[config.mk]
export PLATFORM = sky130hd
export DESIGN_NAME = auth_challenge_field_parser
export DESIGN_NICKNAME = d
export VERILOG_FILES = /design/src/hw/rtl/acfp_pkg.sv /design/src/hw/rtl/auth_challenge_field_parser.sv
export SDC_FILE = /design/constraint.sdc
export NUM_CORES = 1
export LEC_CHECK = 0
export BUFFER_PORTS_ARGS = -buffer_cell sky130_fd_sc_hd__buf_4
export CAP_MARGIN = 25
export CORE_MARGIN = 4
export CORE_UTILIZATION = 30
export CTS_CLUSTER_DIAMETER = 50
export DETAILED_ROUTE_END_ITERATION = 8
export PLACE_DENSITY = 0.45
export SLEW_MARGIN = 20
export SYNTH_ARGS = -nofsm -noshare
export SYNTH_HDL_FRONTEND = slang
export SYNTH_SLANG_ARGS = --single-unit
[constraint.sdc]
create_clock -name clock -period 4.8 [get_ports clock]
set_input_delay 0.24 -clock clock [delete_from_list [all_inputs] [get_ports clock]]
set_output_delay 0.24 -clock clock [all_outputs]
set_load 0.02 [all_outputs]
[src/hw/rtl/acfp_pkg.sv]
// types, constants and phase helpers for the challenge field parser
package acfp_pkg;

   localparam logic [7:0] HEADER_BYTES = 8'd10;

   typedef enum logic [3:0] {
      PH_HEADER    = 4'd0,
      PH_FLAG      = 4'd1,
      PH_N_LEN     = 4'd2,
      PH_N_DATA    = 4'd3,
      PH_G_LEN     = 4'd4,
      PH_G_DATA    = 4'd5,
      PH_SALT_LEN  = 4'd6,
      PH_SALT_DATA = 4'd7,
      PH_B_LEN     = 4'd8,
      PH_B_DATA    = 4'd9,
      PH_ITER      = 4'd10,
      PH_OPT_LEN   = 4'd11,
      PH_OPT_DATA  = 4'd12,
      PH_TRAIL     = 4'd13
   } phase_type;

   typedef enum logic [1:0] {
      ST_IN_PROGRESS = 2'd0,
      ST_COMPLETE    = 2'd1,
      ST_TRUNCATED   = 2'd2
   } status_type;

   localparam logic [15:0] ITER_BYTES   = 16'd8;
   localparam logic [15:0] LEN16_BYTES  = 16'd2;
   localparam logic [15:0] SINGLE_BYTE  = 16'd1;
   localparam logic [15:0] OFFSET_MAX   = 16'hFFFF;

   localparam phase_type RESET_PHASE = (HEADER_BYTES == 8'd0) ? PH_FLAG : PH_HEADER;

   function automatic logic is_data_phase(input phase_type ph);
      return (ph == PH_N_DATA) || (ph == PH_G_DATA) || (ph == PH_SALT_DATA) ||
             (ph == PH_B_DATA) || (ph == PH_OPT_DATA);
   endfunction

   function automatic logic is_len16_phase(input phase_type ph);
      return (ph == PH_N_LEN) || (ph == PH_G_LEN) || (ph == PH_B_LEN) ||
             (ph == PH_OPT_LEN);
   endfunction

endpackage

[src/hw/rtl/auth_challenge_field_parser.sv]
// challenge message field parser: tags each byte with its field and offset
//
//  channel | dir | tdata                         | tuser      | tlast
//  req     | in  | data_byte                     | -          | end_of_message
//  rsp     | out | value, offset, end, status,   | field_kind | last
//          |     | iteration count               |            |
//
// one byte per cycle while rsp is not stalled, one result per byte, result registered in the cycle after accept
// field state updates with each accepted byte; the byte with tlast rearms the parser
// synchronous active-high reset returns the parser to the header field
// a stalled rsp holds its register; req_tready follows rsp_tready while rsp is full
module auth_challenge_field_parser
   import acfp_pkg::*;
(
   input  logic        clock,
   input  logic        reset,
   input  logic        req_tvalid,
   output logic        req_tready,
   input  logic [7:0]  req_tdata,   // [7:0] data_byte
   input  logic        req_tlast,
   output logic        rsp_tvalid,
   input  logic        rsp_tready,
   // [7:0] byte_value, [23:8] field_offset, [24] field_end, [26:25] parse_status,
   // [90:27] iteration_count, [95:91] zero
   output logic [95:0] rsp_tdata,
   output logic [3:0]  rsp_tuser,   // [3:0] field_kind
   output logic        rsp_tlast
);

   phase_type   phase_ff, phase_in;
   logic [15:0] bytes_left_ff, bytes_left_in;
   logic [15:0] offset_ff, offset_in;
   logic [7:0]  length_high_ff, length_high_in;
   logic [63:0] iter_ff, iter_in;
   logic        done_ff, done_in;

   logic        rsp_valid_ff;
   phase_type   kind_ff, kind_in;
   logic [7:0]  value_ff;
   logic [15:0] field_offset_ff;
   logic        field_end_ff, field_end_in;
   status_type  status_ff, status_in;
   logic [63:0] count_ff, count_in;
   logic        last_ff;

   logic        accept;
   logic        trailing;
   logic [15:0] bytes_dec;
   logic        field_done;
   logic [7:0]  len_high;
   logic [15:0] blob_len;
   phase_type   step_phase;
   phase_type   enter_phase;

   assign req_tready = !rsp_valid_ff || rsp_tready;
   assign accept     = req_tvalid && req_tready;

   // codes 14 and 15 cannot occur but act as trailing
   assign trailing   = (phase_ff >= PH_TRAIL);
   assign bytes_dec  = bytes_left_ff - {15'd0, (bytes_left_ff != 16'd0)};
   assign field_done = !trailing && (bytes_dec == 16'd0);
   assign len_high   = (is_len16_phase(phase_ff) && bytes_left_ff == LEN16_BYTES) ?
                       req_tdata : length_high_ff;

   always_comb begin
      if (phase_ff == PH_SALT_LEN) begin
         blob_len = {8'd0, req_tdata};
      end else if (is_len16_phase(phase_ff)) begin
         blob_len = {len_high, req_tdata};
      end else begin
         blob_len = 16'd0;
      end
      step_phase = phase_type'(phase_ff + 4'd1);
      // empty blobs go straight to the following field
      if (is_data_phase(step_phase) && blob_len == 16'd0) begin
         enter_phase = phase_type'(step_phase + 4'd1);
      end else begin
         enter_phase = step_phase;
      end
   end

   // next state
   always_comb begin
      phase_in       = phase_ff;
      bytes_left_in  = bytes_left_ff;
      offset_in      = offset_ff;
      length_high_in = length_high_ff;
      iter_in        = iter_ff;
      done_in        = done_ff;
      if (trailing) begin
         if (offset_ff != OFFSET_MAX) begin
            offset_in = offset_ff + 16'd1;
         end
      end else begin
         length_high_in = len_high;
         if (phase_ff == PH_ITER) begin
            iter_in = {iter_ff[55:0], req_tdata};
         end
         bytes_left_in = bytes_dec;
         offset_in     = offset_ff + 16'd1;
         if (field_done) begin
            phase_in  = enter_phase;
            offset_in = 16'd0;
            if (enter_phase == PH_FLAG || enter_phase == PH_SALT_LEN) begin
               bytes_left_in = SINGLE_BYTE;
            end else if (is_len16_phase(enter_phase)) begin
               bytes_left_in = LEN16_BYTES;
            end else if (is_data_phase(enter_phase)) begin
               bytes_left_in = blob_len;
            end else if (enter_phase == PH_ITER) begin
               bytes_left_in = ITER_BYTES;
            end else begin
               bytes_left_in = 16'd0;
               done_in       = 1'b1;
            end
         end
      end
   end

   // result fields
   always_comb begin
      kind_in      = trailing ? PH_TRAIL : phase_ff;
      field_end_in = field_done;
      status_in    = ST_IN_PROGRESS;
      count_in     = 64'd0;
      if (req_tlast) begin
         status_in = done_in ? ST_COMPLETE : ST_TRUNCATED;
         if (done_in) begin
            count_in = iter_in;
         end
      end
   end

   always_ff @(posedge clock) begin
      if (reset) begin
         phase_ff       <= RESET_PHASE;
         bytes_left_ff  <= {8'd0, HEADER_BYTES};
         offset_ff      <= 16'd0;
         length_high_ff <= 8'd0;
         iter_ff        <= 64'd0;
         done_ff        <= 1'b0;
      end else if (accept) begin
         if (req_tlast) begin
            // rearm for the next message
            phase_ff       <= RESET_PHASE;
            bytes_left_ff  <= {8'd0, HEADER_BYTES};
            offset_ff      <= 16'd0;
            length_high_ff <= 8'd0;
            iter_ff        <= 64'd0;
            done_ff        <= 1'b0;
         end else begin
            phase_ff       <= phase_in;
            bytes_left_ff  <= bytes_left_in;
            offset_ff      <= offset_in;
            length_high_ff <= length_high_in;
            iter_ff        <= iter_in;
            done_ff        <= done_in;
         end
      end
   end

   always_ff @(posedge clock) begin
      if (reset) begin
         rsp_valid_ff <= 1'b0;
      end else if (accept) begin
         rsp_valid_ff <= 1'b1;
      end else if (rsp_tready) begin
         rsp_valid_ff <= 1'b0;
      end
   end

   always_ff @(posedge clock) begin
      if (accept) begin
         kind_ff         <= kind_in;
         value_ff        <= req_tdata;
         field_offset_ff <= offset_ff;
         field_end_ff    <= field_end_in;
         status_ff       <= status_in;
         count_ff        <= count_in;
         last_ff         <= req_tlast;
      end
   end

   assign rsp_tvalid = rsp_valid_ff;
   assign rsp_tdata  = {5'd0, count_ff, status_ff, field_end_ff, field_offset_ff, value_ff};
   assign rsp_tuser  = kind_ff;
   assign rsp_tlast  = last_ff;

endmodule
==> key figures <==
Placement
  • Dpl cells: 1522
  • Half-perimeter wire length of the detailed placement result: 19600 µm
  • Routability congestion estimate from global placement: 0.861
  • Buffers on Ports: 110

Routing
  • DRC errors left: 0
  • Detailed-routing iteration count for the pre-antenna-repair pass: 5
  • Routed vias/inst: 5.03
  • Number of vias after detailed routing: 7959
  • Residual antenna-violating net count after detailed routing: 0
  • Average wire per cell in the routed design: 18.5 µm
  • Number of design-rule violations left by the first detailed-router iteration: 639
  • Total Routed Length: 29300 µm

Clock network
  • Buffer depth of the longest clock path: 3
  • Maximum level of the CTS H-tree: 1
  • Clock buffers created by TritonCTS: 28
  • Library cell used as clock root buffer: sky130_fd_sc_hd__clkbuf_16
  • Clock transition at the registers of the reported paths: 0.06 ns
  • Count of buffers added by post-CTS timing repair for setup: 0
  • Clock latency on the worst-skew pair: 0.54 ns
  • Number of sinks handled by clock tree synthesis: 206
  • CTS tree: yes

Power
  • Switching portion of total power: 24.6%
  • VDD IR-drop max: 0.235 mV
  • Total Power Consumption: 4.15 mW
  • Power per unit of standard cell area: 341 mW/mm²
  • Share of total power in sequential cells: 45.9%
  • Total leakage power: 4.24 nW
  • Cell internal power dissipation: 3.13 mW
  • Share of total power in the clock network: 47.4%
  • Net Switching: 1.02 mW
  • Combinational cell fraction of total power: 6.7%

Cells and area
  • Area growth from synthesis to layout: 24.9%
  • Combined area of the multi-input logic cells: 0.00430 mm²
  • Most used cells in the layout excluding fill and tap cells: sky130_fd_sc_hd__nand2_1 (155), sky130_fd_sc_hd__buf_4 (151), sky130_fd_sc_hd__nor2_1 (134), sky130_fd_sc_hd__dfxtp_1 (110), sky130_fd_sc_hd__edfxtp_1 (96)
  • Total of fill cells in the finished design: 3218
  • Layout Cells excl Fill: 1582
  • Area of all sequential standard cells: 0.00508 mm²
  • Number of antenna repair diodes: 0
  • Fraction of layout instances using a drive strength above 1: 23.4%
  • Most common cell after layout, fill and taps aside: sky130_fd_sc_hd__nand2_1
  • Net count, final: 1148

STA
  • Setup TNS after final layout: 0 ns
  • Clock skew after layout: 0.0131 ns
  • Transition time at the pin with the least slew margin: 0.846 ns
  • Max Fclk: 226 MHz
  • Ratio of final minimum period to clock period: 92.2%
  • Count of final max-slew check failures: 0
  • RSZ-0062 raised after global routing: false
  • Shortest period the worst path allows: 4.42 ns
  • Total count of hold-check failures in the final report: 0
  • Finish-stage setup viols: 0
  • Slew headroom: 43.6%
  • Worst slack on hold paths: 0.0210 ns

Worst setup path
  • Crit path kind: flip-flop to flip-flop
  • Worst setup SP type: flip-flop
  • Worst path cell trace: ha_1 -> o21bai_1 -> a2111oi_1 -> and4_1 -> buf_4 -> mux2_4 -> mux2i_1 -> or2_2 -> o32ai_1 -> buf_4 -> a32oi_4 -> buf_12 -> buf_12 -> a21oi_1
  • CP Data Required Time: 5.18 ns
  • Crit-path max FO: 19
  • Crit-path slowest cell: sky130_fd_sc_hd__a2111oi_1
  • Delay of the slowest cell on the worst path: 0.59 ns
  • Category of the worst setup path capture point: flip-flop
  • Buffers & Inverters on Critical Path: 4
  • Top Family by Delay on Critical Path: compound AO/OA/AOI/OAI gates
  • Critical Path AT: 4.81 ns
  • Setup slack of the worst register-to-register path: 0.38 ns

Die
  • Die area: 0.0354 mm²
  • Die Y-Extent: 188 µm
  • Die extent in x: 188 µm
  • Total I/O pin count: 116
  • Initial standard-cell utilization of the core: 30.6%
  • Total core area: 0.0318 mm²
  • # rows: 65

GRT
  • Wire length of the first global-routing pass: 46700 µm
  • Initial antenna violation count: 0
  • Largest net degree at the start of global routing: 66
  • Total overflow reported by the global router: 0
  • Total global routing track utilization: 16.2%
  • Vias in the first global route: 7792

Synth
  • Main area contributors after synthesis: sky130_fd_sc_hd__edfxtp_1 (30%), sky130_fd_sc_hd__dfxtp_1 (23%), sky130_fd_sc_hd__a22oi_1 (6.1%)
  • Cell area after technology mapping: 0.00974 mm²
  • Number of synthesized flops with an enable pin: 96
  • Post-synth top area cell: sky130_fd_sc_hd__edfxtp_1
  • Area share of the leading cell type in the synthesized netlist: 29.6%
  • Synth cell types: 74
  • Syn Inst Count: 1005
  • Proportion of synthesized chip area in sequential cells: 52.2%
  • Synth Register Bits: 206
  • Number of warnings printed during yosys synthesis: 0
  • Main flop type after synthesis: sky130_fd_sc_hd__dfxtp_1
  • Fraction of registers with async set/reset: 0%
  • Average instance area after synthesis: 9.69 µm²

Run status
  • Run status: completed

Job
  • Count of maximum capacitance violations: 0

Hold path
  • Min-delay worst type: primary input to flip-flop
-- stage by stage --
stage	utilization (%)	area, µm²	setup slack, ns
after floorplan	-	9760	0.767
after global placement	35.2	11200	0.308
after detailed placement	35.2	11200	0.335
after CTS	38.2	12200	0.281
after global routing	38.3	12200	0.0888
final	38.3	12200	0.375
-- per-layer routing --
metal  global-route usage [%]  routed length (µm)
met5                        0                   0
met1                     23.5               14000
met2                     25.7               13600
met3                     2.35                1310
met4                     3.33                 403
-- cell usage after synthesis (5+ instances only) --
library cell and number:
sky130_fd_sc_hd__nand2_1 155, sky130_fd_sc_hd__nor2_1 134, sky130_fd_sc_hd__dfxtp_1 110, sky130_fd_sc_hd__edfxtp_1 96, sky130_fd_sc_hd__a22oi_1 79, sky130_fd_sc_hd__clkbuf_1 57
sky130_fd_sc_hd__a21oi_2 50, sky130_fd_sc_hd__a21oi_1 31, sky130_fd_sc_hd__o21ai_0 27, sky130_fd_sc_hd__mux2i_1 22, sky130_fd_sc_hd__nand3_1 17, sky130_fd_sc_hd__nor3_1 17
sky130_fd_sc_hd__and3_1 14, sky130_fd_sc_hd__nor4_1 14, sky130_fd_sc_hd__xnor2_1 13, sky130_fd_sc_hd__nand4_1 11, sky130_fd_sc_hd__ha_1 10, sky130_fd_sc_hd__xor2_1 10
sky130_fd_sc_hd__inv_1 9, sky130_fd_sc_hd__o22ai_1 9, sky130_fd_sc_hd__and2_1 7, sky130_fd_sc_hd__buf_4 7, sky130_fd_sc_hd__buf_6 6, sky130_fd_sc_hd__nand2b_1 5
sky130_fd_sc_hd__nand4b_1 5
-- power groups by stage --
stage                     registers, mW  clock network, mW  logic [mW]
final                              1.91               1.97       0.276
after global routing               1.91               2.10       0.299
after CTS                          1.91               2.03       0.280
after detailed placement           1.95                  0       0.276
after global placement             1.95                  0       0.276
after floorplan                    1.99                  0      0.0970
-- flip-flops by register name, indices dropped and copies added, names as in the netlist --
| name | flops |
|---|---|
| rsp_tlast | 1 |
| field_offset_ff | 16 |
| offset_ff | 16 |
| iter_ff | 64 |
| bytes_left_ff | 16 |
| length_high_ff | 8 |
| value_ff | 8 |
| done_ff | 1 |
| rsp_tvalid | 1 |
| status_ff | 2 |
| field_end_ff | 1 |
| count_ff | 64 |
| phase_ff | 4 |
| rsp_tuser | 4 |
-- worst reg2reg max path: cells and delay by family (launching register included) --
kind	cells	cell delay (ns)
AOI/OAI and AO/OA	5	1.32
DFF	1	0.57
and+or+nand+nor	2	0.68
adders and majority gates	1	0.35
muxes	2	0.55
buffers and inverters	4	0.80
-- path summary, 6_finish.rpt --
| check | startpoint | end | depth (start not counted) |
|---|---|---|---|
| worst max register to register | phase_ff[1] | count_ff[9] | 14 |
| worst min-delay path | req_tdata[7] | value_ff[7] | 1 |
| worst max-delay path | phase_ff[1] | count_ff[9] | 14 |
| worst min register to register | offset_ff[10] | field_offset_ff[10] | 0 |
-- cell type report --
cell class / instances / area share, %
repair buffers: 163 / 10.6
inverters: 10 / 0.329
well taps: 435 / 4.47
flip-flops and latches: 206 / 41.8
clock buffers: 37 / 6.38
clock inverters: 15 / 1.04
multi-input cells: 716 / 35.4
-- logic make-up after synthesis --
group / share of synthesized area [%]
compound gates: 18.9
xor+xnor: 2.07
fa+ha+maj: 1.28
buf+inv: 4.14
flops: 52.2
mux: 2.41
other cells: 0.0385
simple gates: 18.9
-- what timing repair did --
item,in CTS,in global routing
endpoints found under the setup margin,0,63
gates resized for setup,0,2
endpoints found under the hold margin,8,1
hold buffers,7,1
(Power assumes the default switching activity.)
